File: config.mk
export PLATFORM = sky130hd
export DESIGN_NAME = priority_behaviour_arbiter
export DESIGN_NICKNAME = d
export VERILOG_FILES = /design/src/rtl/pba_pkg.sv /design/src/rtl/pba_first.sv /design/src/rtl/pba_cell.sv /design/src/rtl/priority_behaviour_arbiter.sv
export SDC_FILE = /design/constraint.sdc
export NUM_CORES = 1
export LEC_CHECK = 0
export ABC_AREA = 1
export BUFFER_PORTS_ARGS = -buffer_cell sky130_fd_sc_hd__buf_4
export CAP_MARGIN = 10
export CORE_MARGIN = 1.5
export CORE_UTILIZATION = 30
export CTS_BUF_LIST = sky130_fd_sc_hd__clkbuf_2 sky130_fd_sc_hd__clkbuf_4 sky130_fd_sc_hd__clkbuf_8
export DETAILED_ROUTE_END_ITERATION = 16
export GPL_TIMING_DRIVEN = 0
export PLACE_DENSITY = 0.43
export SETUP_SLACK_MARGIN = 0.5
export SYNTH_ARGS = -nofsm -noshare
export SYNTH_HDL_FRONTEND = slang
export SYNTH_SLANG_ARGS = --single-unit
File: constraint.sdc
create_clock -name clk -period 5.3 [get_ports clk]
set_input_delay 0 -clock clk [delete_from_list [all_inputs] [get_ports clk]]
set_output_delay 0 -clock clk [all_outputs]
set_load 0.01 [all_outputs]
File: src/rtl/pba_pkg.sv
// Shared types and constants of the priority behaviour arbiter.
`timescale 1ns / 1ps

package pba_pkg;

    localparam int ID_W   = 4;
    localparam int PRIO_W = 16;
    localparam int MASK_W = 16;
    localparam int FUNC_W = 3;

    localparam logic [FUNC_W-1:0] FUNC_CLEAR      = 3'd0;
    localparam logic [FUNC_W-1:0] FUNC_REGISTER   = 3'd1;
    localparam logic [FUNC_W-1:0] FUNC_UNREGISTER = 3'd2;
    localparam logic [FUNC_W-1:0] FUNC_RUN        = 3'd3;
    localparam logic [FUNC_W-1:0] FUNC_SWEEP      = 3'd4;

    localparam logic [1:0] OP_HOLD   = 2'd0;
    localparam logic [1:0] OP_CLEAR  = 2'd1;
    localparam logic [1:0] OP_INSERT = 2'd2;
    localparam logic [1:0] OP_DELETE = 2'd3;

    typedef struct packed {
        logic              valid;
        logic [ID_W-1:0]   id;
        logic [PRIO_W-1:0] prio;
        logic              rflag;
    } entry_t;

    typedef struct packed {
        logic [1:0]        op;
        logic [ID_W-1:0]   key_id;
        logic [PRIO_W-1:0] prio;
        logic              rflag;
        logic [MASK_W-1:0] mask;
    } cmd_t;

    localparam entry_t ENTRY_EMPTY = '{valid: 1'b0, id: '0, prio: '0, rflag: 1'b0};

endpackage

File: src/rtl/pba_first.sv
// Picks the lowest set bit of a request vector as a one-hot grant.
`timescale 1ns / 1ps

module pba_first #(
    parameter int N = 16
) (
    input  logic [N-1:0] req,
    output logic [N-1:0] grant
);

    for (genvar i = 0; i < N; i++) begin : g_bit
        localparam logic [N-1:0] LOWER = (N'(1) << i) - N'(1);
        assign grant[i] = req[i] & ~(|(req & LOWER));
    end

endmodule

File: src/rtl/pba_cell.sv
// One slot of the sorted behaviour table, shifting entries to and from its neighbours.
`timescale 1ns / 1ps

module pba_cell (
    input  logic           clk,
    input  logic           rst_n,
    input  pba_pkg::cmd_t  cmd,
    input  pba_pkg::entry_t left_entry,
    input  logic           left_stay,
    input  pba_pkg::entry_t right_entry,
    input  logic           pull_right,
    output pba_pkg::entry_t entry,
    output logic           stay,
    output logic           match,
    output logic           act
);

    import pba_pkg::*;

    logic              valid_reg;
    logic              valid_next;
    logic [ID_W-1:0]   id_reg;
    logic [ID_W-1:0]   id_next;
    logic [PRIO_W-1:0] prio_reg;
    logic [PRIO_W-1:0] prio_next;
    logic              rflag_reg;
    logic              rflag_next;

    assign stay  = valid_reg && (prio_reg >= cmd.prio);
    assign match = valid_reg && (id_reg == cmd.key_id);
    assign act   = valid_reg && cmd.mask[id_reg];
    assign entry = '{valid: valid_reg, id: id_reg, prio: prio_reg, rflag: rflag_reg};

    always_comb
    begin
        valid_next = valid_reg;
        id_next    = id_reg;
        prio_next  = prio_reg;
        rflag_next = rflag_reg;
        case (cmd.op)
            OP_CLEAR:
            begin
                valid_next = 1'b0;
            end
            OP_INSERT:
            begin
                if (!stay) begin
                    if (left_stay) begin
                        valid_next = 1'b1;
                        id_next    = cmd.key_id;
                        prio_next  = cmd.prio;
                        rflag_next = cmd.rflag;
                    end else begin
                        valid_next = left_entry.valid;
                        id_next    = left_entry.id;
                        prio_next  = left_entry.prio;
                        rflag_next = left_entry.rflag;
                    end
                end
            end
            OP_DELETE:
            begin
                if (pull_right) begin
                    valid_next = right_entry.valid;
                    id_next    = right_entry.id;
                    prio_next  = right_entry.prio;
                    rflag_next = right_entry.rflag;
                end
            end
            default:
            begin
                valid_next = valid_reg;
            end
        endcase
    end

    always_ff @(posedge clk or negedge rst_n)
    begin
        if (!rst_n) begin
            valid_reg <= 1'b0;
        end else begin
            valid_reg <= valid_next;
        end
    end

    always_ff @(posedge clk)
    begin
        id_reg    <= id_next;
        prio_reg  <= prio_next;
        rflag_reg <= rflag_next;
    end

endmodule

File: src/rtl/priority_behaviour_arbiter.sv
// Top level of the priority behaviour arbiter: command decode, cell row and result register.
//
//   Channel   Handshake       Payload
//   command   start / busy    func, behavior_id, priority_req, has_reset, act_mask
//   result    done (strobe)   chosen_id, ok, last
//
// Clear, register, unregister and run each give a single result: the cell row is updated on
// the accepting edge and the result appears on the next cycle, with busy low.
// A reset sweep holds busy while it emits one result per cycle, one for each flagged entry,
// from its pending vector; with no flagged entry it gives a single result like the others.
// Reset clears every slot's valid bit and the sweep state. The receiver cannot stall, so
// each result is a transaction completed in the cycle it is shown.
`timescale 1ns / 1ps

module priority_behaviour_arbiter #(
    parameter int NUM_SLOTS = 16,
    parameter int NUM_IDS   = 16
) (
    input  logic                       clk,
    input  logic                       rst_n,
    input  logic                       start,
    output logic                       busy,
    input  logic [pba_pkg::FUNC_W-1:0] func,
    input  logic [pba_pkg::ID_W-1:0]   behavior_id,
    input  logic [pba_pkg::PRIO_W-1:0] priority_req,
    input  logic                       has_reset,
    input  logic [pba_pkg::MASK_W-1:0] act_mask,
    output logic                       done,
    output logic [pba_pkg::ID_W-1:0]   chosen_id,
    output logic                       ok,
    output logic                       last
);

    import pba_pkg::*;

    localparam logic ST_IDLE  = 1'b0;
    localparam logic ST_SWEEP = 1'b1;

    cmd_t                 cmd;
    entry_t               cell_entry [NUM_SLOTS];
    logic [NUM_SLOTS-1:0] stay_vec;
    logic [NUM_SLOTS-1:0] match_vec;
    logic [NUM_SLOTS-1:0] act_vec;
    logic [NUM_SLOTS-1:0] valid_vec;
    logic [NUM_SLOTS-1:0] flag_vec;
    logic [NUM_SLOTS-1:0] gone_vec;
    logic [NUM_SLOTS-1:0] run_grant;
    logic [NUM_SLOTS-1:0] sweep_grant;
    logic [ID_W-1:0]      run_id;
    logic [ID_W-1:0]      sweep_id;

    logic                 state_reg;
    logic                 state_next;
    logic [NUM_SLOTS-1:0] pend_reg;
    logic [NUM_SLOTS-1:0] pend_next;
    logic                 done_reg;
    logic                 done_next;
    logic [ID_W-1:0]      chosen_reg;
    logic [ID_W-1:0]      chosen_next;
    logic                 ok_reg;
    logic                 ok_next;
    logic                 last_reg;
    logic                 last_next;

    logic                 accept;
    logic                 reg_ok;

    for (genvar i = 0; i < NUM_SLOTS; i++) begin : g_cell
        localparam logic [NUM_SLOTS-1:0] UPTO = (NUM_SLOTS'(1) << (i + 1)) - NUM_SLOTS'(1);

        entry_t left_entry;
        entry_t right_entry;
        logic   left_stay;

        if (i == 0) begin : g_head
            assign left_entry = ENTRY_EMPTY;
            assign left_stay  = 1'b1;
        end else begin : g_body
            assign left_entry = cell_entry[i-1];
            assign left_stay  = stay_vec[i-1];
        end

        if (i == NUM_SLOTS - 1) begin : g_tail
            assign right_entry = ENTRY_EMPTY;
        end else begin : g_inner
            assign right_entry = cell_entry[i+1];
        end

        assign gone_vec[i]  = |(match_vec & UPTO);
        assign valid_vec[i] = cell_entry[i].valid;
        assign flag_vec[i]  = cell_entry[i].valid & cell_entry[i].rflag;

        pba_cell u_cell (
            .clk         (clk),
            .rst_n       (rst_n),
            .cmd         (cmd),
            .left_entry  (left_entry),
            .left_stay   (left_stay),
            .right_entry (right_entry),
            .pull_right  (gone_vec[i]),
            .entry       (cell_entry[i]),
            .stay        (stay_vec[i]),
            .match       (match_vec[i]),
            .act         (act_vec[i])
        );
    end

    pba_first #(.N(NUM_SLOTS)) u_run_pick (
        .req   (act_vec),
        .grant (run_grant)
    );

    pba_first #(.N(NUM_SLOTS)) u_sweep_pick (
        .req   (pend_reg),
        .grant (sweep_grant)
    );

    always_comb
    begin
        run_id   = '0;
        sweep_id = '0;
        for (int i = 0; i < NUM_SLOTS; i++) begin
            if (run_grant[i]) begin
                run_id = run_id | cell_entry[i].id;
            end
            if (sweep_grant[i]) begin
                sweep_id = sweep_id | cell_entry[i].id;
            end
        end
    end

    assign busy   = (state_reg == ST_SWEEP);
    assign accept = start && !busy;
    assign reg_ok = (int'(behavior_id) < NUM_IDS) && !valid_vec[NUM_SLOTS-1] && !(|match_vec);

    always_comb
    begin
        cmd.op      = OP_HOLD;
        cmd.key_id  = behavior_id;
        cmd.prio    = priority_req;
        cmd.rflag   = has_reset;
        cmd.mask    = act_mask;
        state_next  = state_reg;
        pend_next   = pend_reg;
        done_next   = 1'b0;
        chosen_next = '0;
        ok_next     = 1'b0;
        last_next   = 1'b1;
        if (state_reg == ST_SWEEP) begin
            done_next   = 1'b1;
            chosen_next = sweep_id;
            ok_next     = 1'b1;
            pend_next   = pend_reg & ~sweep_grant;
            last_next   = (pend_next == '0);
            if (last_next) begin
                state_next = ST_IDLE;
            end
        end else if (accept) begin
            done_next = 1'b1;
            case (func)
                FUNC_CLEAR:
                begin
                    cmd.op  = OP_CLEAR;
                    ok_next = 1'b1;
                end
                FUNC_REGISTER:
                begin
                    cmd.op  = reg_ok ? OP_INSERT : OP_HOLD;
                    ok_next = reg_ok;
                end
                FUNC_UNREGISTER:
                begin
                    cmd.op  = (|match_vec) ? OP_DELETE : OP_HOLD;
                    ok_next = |match_vec;
                end
                FUNC_RUN:
                begin
                    chosen_next = run_id;
                    ok_next     = |act_vec;
                end
                FUNC_SWEEP:
                begin
                    if (|flag_vec) begin
                        done_next  = 1'b0;
                        pend_next  = flag_vec;
                        state_next = ST_SWEEP;
                    end
                end
                default:
                begin
                    ok_next = 1'b0;
                end
            endcase
        end
    end

    always_ff @(posedge clk or negedge rst_n)
    begin
        if (!rst_n) begin
            state_reg <= ST_IDLE;
            pend_reg  <= '0;
            done_reg  <= 1'b0;
        end else begin
            state_reg <= state_next;
            pend_reg  <= pend_next;
            done_reg  <= done_next;
        end
    end

    always_ff @(posedge clk)
    begin
        chosen_reg <= chosen_next;
        ok_reg     <= ok_next;
        last_reg   <= last_next;
    end

    assign done      = done_reg;
    assign chosen_id = chosen_reg;
    assign ok        = ok_reg;
    assign last      = last_reg;

    // The table stays packed: valid slots always form an unbroken run from slot zero.
    a_packed: assert property (@(posedge clk) disable iff (!rst_n)
        (valid_vec & (valid_vec + NUM_SLOTS'(1))) == '0)
        else $error("behaviour table is not packed");

    // A sweep in progress always has at least one flagged entry still to report.
    a_sweep_pending: assert property (@(posedge clk) disable iff (!rst_n)
        (state_reg == ST_SWEEP) |-> (pend_reg != '0))
        else $error("sweep running with nothing pending");

    // The final result of a transaction leaves the block free for the next command.
    a_last_frees: assert property (@(posedge clk) disable iff (!rst_n)
        (done && last) |-> !busy)
        else $error("busy still high after the final result");

    // A run gives its result on the next cycle, and a failed run reports identifier zero.
    a_run_result: assert property (@(posedge clk) disable iff (!rst_n)
        (accept && (func == FUNC_RUN)) |=> (done && last && (ok || (chosen_id == '0))))
        else $error("run result missing or malformed");

endmodule
==> impl_metrics.csv <==
group,metric,value,unit
pwr,power.leakage,13.5,nW
synth,syn_inst,3773,
timing,fin_skew,0.0366,ns
cells_and_area,stdcell_area,32900,sq um
synth,synth_top_area_frac,0.350,
routing,routed_wl,130000,um
synth,yosysMostFrequentCell,"nand2_1",
critical_path,crit_start,"priority_req[1]",
pwr,p_comb_frac,0.143,
synth,synth.avg_cell_area,7.64,sq um
critical_path,cp-end-kind,"flop",
critical_path,slowest_delay,0.80,ns
critical_path,path_buf_inv,5,
timing,hold_viol,0,
clocking,postCtsSetupRepairBufs,0,
global_routing,grt_pass1_vias,27791,
die,die_h,313,um
routing,via_per_inst,5.47,
global_routing,overflow,0,
routing,wl_per_cell,24.8,um
place,dp_cells,5098,
synth,yosysUniqueCellTypes,47,
timing,tightestPinTransition,1.33,ns
synth,netlist_area,28800,sq um
die,ios,51,
synth,synthFlopType,"edfxtp_1",
critical_path,cp-start-kind,"primary input",
timing,drv_slew,0,
timing,maxSlewHeadroom,0.110,
global_routing,grt_max_degree,35,
worst_hold_path,hold_class,"in2reg",
pwr,swShare,0.305,
synth,synthTopCellsByCount,"899 x nand2_1, 400 x nor2_1, 336 x edfxtp_1, 269 x a21oi_1, 258 x o21ai_1",
routing,drt-initial-drc-count,2674,
critical_path,crit_chain,"dlygate4sd3_1 -> buf_4 -> inv_1 -> ha_1 -> a21oi_1 -> o21a_1 -> o221ai_1 -> nand2_1 -> nand3_1 -> nand2_1 -> clkinv_1 -> nand4_1 -> nand2_1 -> nor2_2 -> buf_8",
place,io_buffers,46,
cells_and_area,drive_above_1_share,0.0884,
timing,post-route-period-util,0.789,
place,gp_congestion,0.918,
place,post_dp_cell_area,31100,sq um
critical_path,slowest_stage,"inv_1",
clocking,numCtsBuffers,80,
timing,max_freq,239,MHz
die,die_area,98000,sq um
critical_path,arrival,4.59,ns
pwr,p_int,0.00546,W
pwr,power_switching,0.00240,W
clocking,clock_latency,0.73,ns
clocking,cts_num_sinks,376,
clocking,cts-root-buf,"clkbuf_8",
synth,synthArstFlopShare,0.0904,
global_routing,antenna_found_initial,2,
die,die_width,313,um
pwr,p_per_area,238,nW/um^2
clocking,clk_path_buf_depth,3,
die,core_area,95200,sq um
routing,drc_errors,0,
cells_and_area,largest_register_ffs,256,
routing,drtAntennaViolNets,0,
timing,setup_viol,0,
critical_path,r2r-end,"g_cell[12].u_cell.prio_reg[2]$_DFFE_PP_",
synth,yosysWarnings,0,
synth,synth_edf_count,336,
synth,syn_nets,4056,
critical_path,worstPathMaxFanout,17,
synth,synth.yosys.seq_area_share,0.384,
synth,synth.top_cells.by_area,"edfxtp_1 35%, nand2_1 12%, ha_1 10%, nor2_1 5.2%, a21oi_1 4.7%",
critical_path,r2r_cells,14,
die,start_util,0.303,
critical_path,worst-setup-path-type,"in2reg",
synth,netlist.top_cell.by_area,"edfxtp_1",
clocking,clk_pin_slew,0.05,ns
cells_and_area,fin_util,0.346,
critical_path,reg2reg_slack,1.36,ns
critical_path,r2r_start,"g_cell[11].u_cell.id_reg[1]$_DFFE_PP_",
timing,grt_setup_unrepaired,"no",
place,hpwl,101000,um
clocking,cts_tree,"built",
critical_path,crit_top_cell,"nand2_1",
routing,via_count,28802,
timing,timing.final.crit_period,4.18,ns
cells_and_area,final_nets,4223,
synth,ys_ff_latch,376,
die,rows,113,
clocking,htreeDepth,3,
cells_and_area,layoutNonFillerInstCount,5270,
run_status,status,"completed",
critical_path,crit_cells,15,
pwr,seq_power_share,0.429,
cells_and_area,area_growth,14.2,%
pwr,p_clk_frac,0.428,
routing,drt_first_pass_iters,7,
global_routing,grt_pass1_wl,190000,um
critical_path,crit_path_end,"g_cell[2].u_cell.prio_reg[6]$_DFFE_PP_",
pwr,vdd_ir_drop_max,0.000127,V
global_routing,grt_usage,0.261,
critical_path,crit_family,"buffers and inverters",
flow_run,maxCapViolations,0,
critical_path,cp.required,5.71,ns
-- layout by cell type (no fill, tap or decap), types with 123 or more instances in the layout --
cell type and count:
nand3_1 213, ha_1 240, a21oi_1 269, inv_1 228, nand2_1 899, edfxtp_1 336, o21ai_0 214, nor2_1 385
a31oi_1 123, o21ai_1 258
-- tightest hold or removal path, cell delays in order --
cell	delay (ns)
buf_6	0.13
a21oi_1	0.08
nand4_1	0.11
nand2_1	0.08
inv_1	0.06
nand3_1	0.09
nand3_1	0.08
nand2_1	0.04
nand2_1	0.05
-- worst min path at each step --
stage,start,endpoint,slack (ns),cells after the start
after floorplan,rst_n,busy$_DFF_PN0_,-0.30,0
after global placement,rst_n,pend_reg[15]$_DFFE_PN0P_,0.03,1
after detailed placement,rst_n,pend_reg[10]$_DFFE_PN0P_,0.03,1
after CTS,behavior_id[2],g_cell[8].u_cell.id_reg[2]$_DFFE_PP_,0.02,4
after global routing,behavior_id[2],g_cell[5].u_cell.id_reg[2]$_DFFE_PP_,0.07,4
final,behavior_id[1],g_cell[1].u_cell.valid_reg$_DFFE_PN0P_,0.07,9
-- area by class of cell --
cell class | instances | area [sq um]
Clock inverter | 36 | 259
Buffer | 231 | 1310
Clock buffer | 110 | 1360
Multi-Input combinational cell | 2917 | 15600
Antenna cell | 1 | 2.50
Inverter | 249 | 937
Tap cell | 1265 | 1580
Timing Repair Buffer | 85 | 851
Sequential cell | 376 | 11100
Fill cell | 10282 | 62200
-- cells by family (layout without fill, tap and decap cells) --
family / after synthesis / count (layout) / synth area share
adder cells (fa/ha/maj): 240 / 240 / 0.104
AO/OA/AOI/OAI: 1034 / 1034 / 0.199
buffers and inverters: 480 / 711 / 0.0780
AND/OR/NAND/NOR: 1630 / 1630 / 0.232
flip-flops: 376 / 376 / 0.384
XOR/XNOR: 13 / 13 / 0.00395
other: 0 / 1 / 0
-- metal layers --
metal	vias to the layer above	track usage	wire length (um)
li1	13652	-	-
met1	13850	0.367	59800
met2	1085	0.414	58500
met3	215	0.0335	8080
met4	0	0.0850	4150
met5	-	0	0
-- what timing repair did --
item                                    CTS  global route
hold buffers                             25             0
resized for setup                         0             0
hold endpoints to repair                118             0
endpoints found under the setup margin    0             0
-- power by group through the flow --
stage | Sequential (W) | Clock, W | Combinational (W)
after floorplan | 0.00340 | 0 | 0.000673
after global routing | 0.00337 | 0.00352 | 0.00124
final | 0.00337 | 0.00336 | 0.00112
after CTS | 0.00337 | 0.00342 | 0.00112
after detailed placement | 0.00343 | 0 | 0.00110
after global placement | 0.00343 | 0 | 0.00108
-- stage by stage --
stage / setup WS [ns] / power (W) / hold slack [ns] / TNS, ns
3_5_place_dp: 0.995 / 0.00453 / 0.0285 / 0
4_1_cts: 1.21 / 0.00791 / 0.0184 / 0
5_1_grt: 0.998 / 0.00814 / 0.0707 / 0
3_3_place_gp: -0.129 / 0.00451 / 0.0320 / -3.56
2_1_floorplan: 1.99 / 0.00407 / -0.296 / 0
6_report: 1.12 / 0.00786 / 0.0706 / 0
Note: power is estimated with default switching activity, not from simulation.
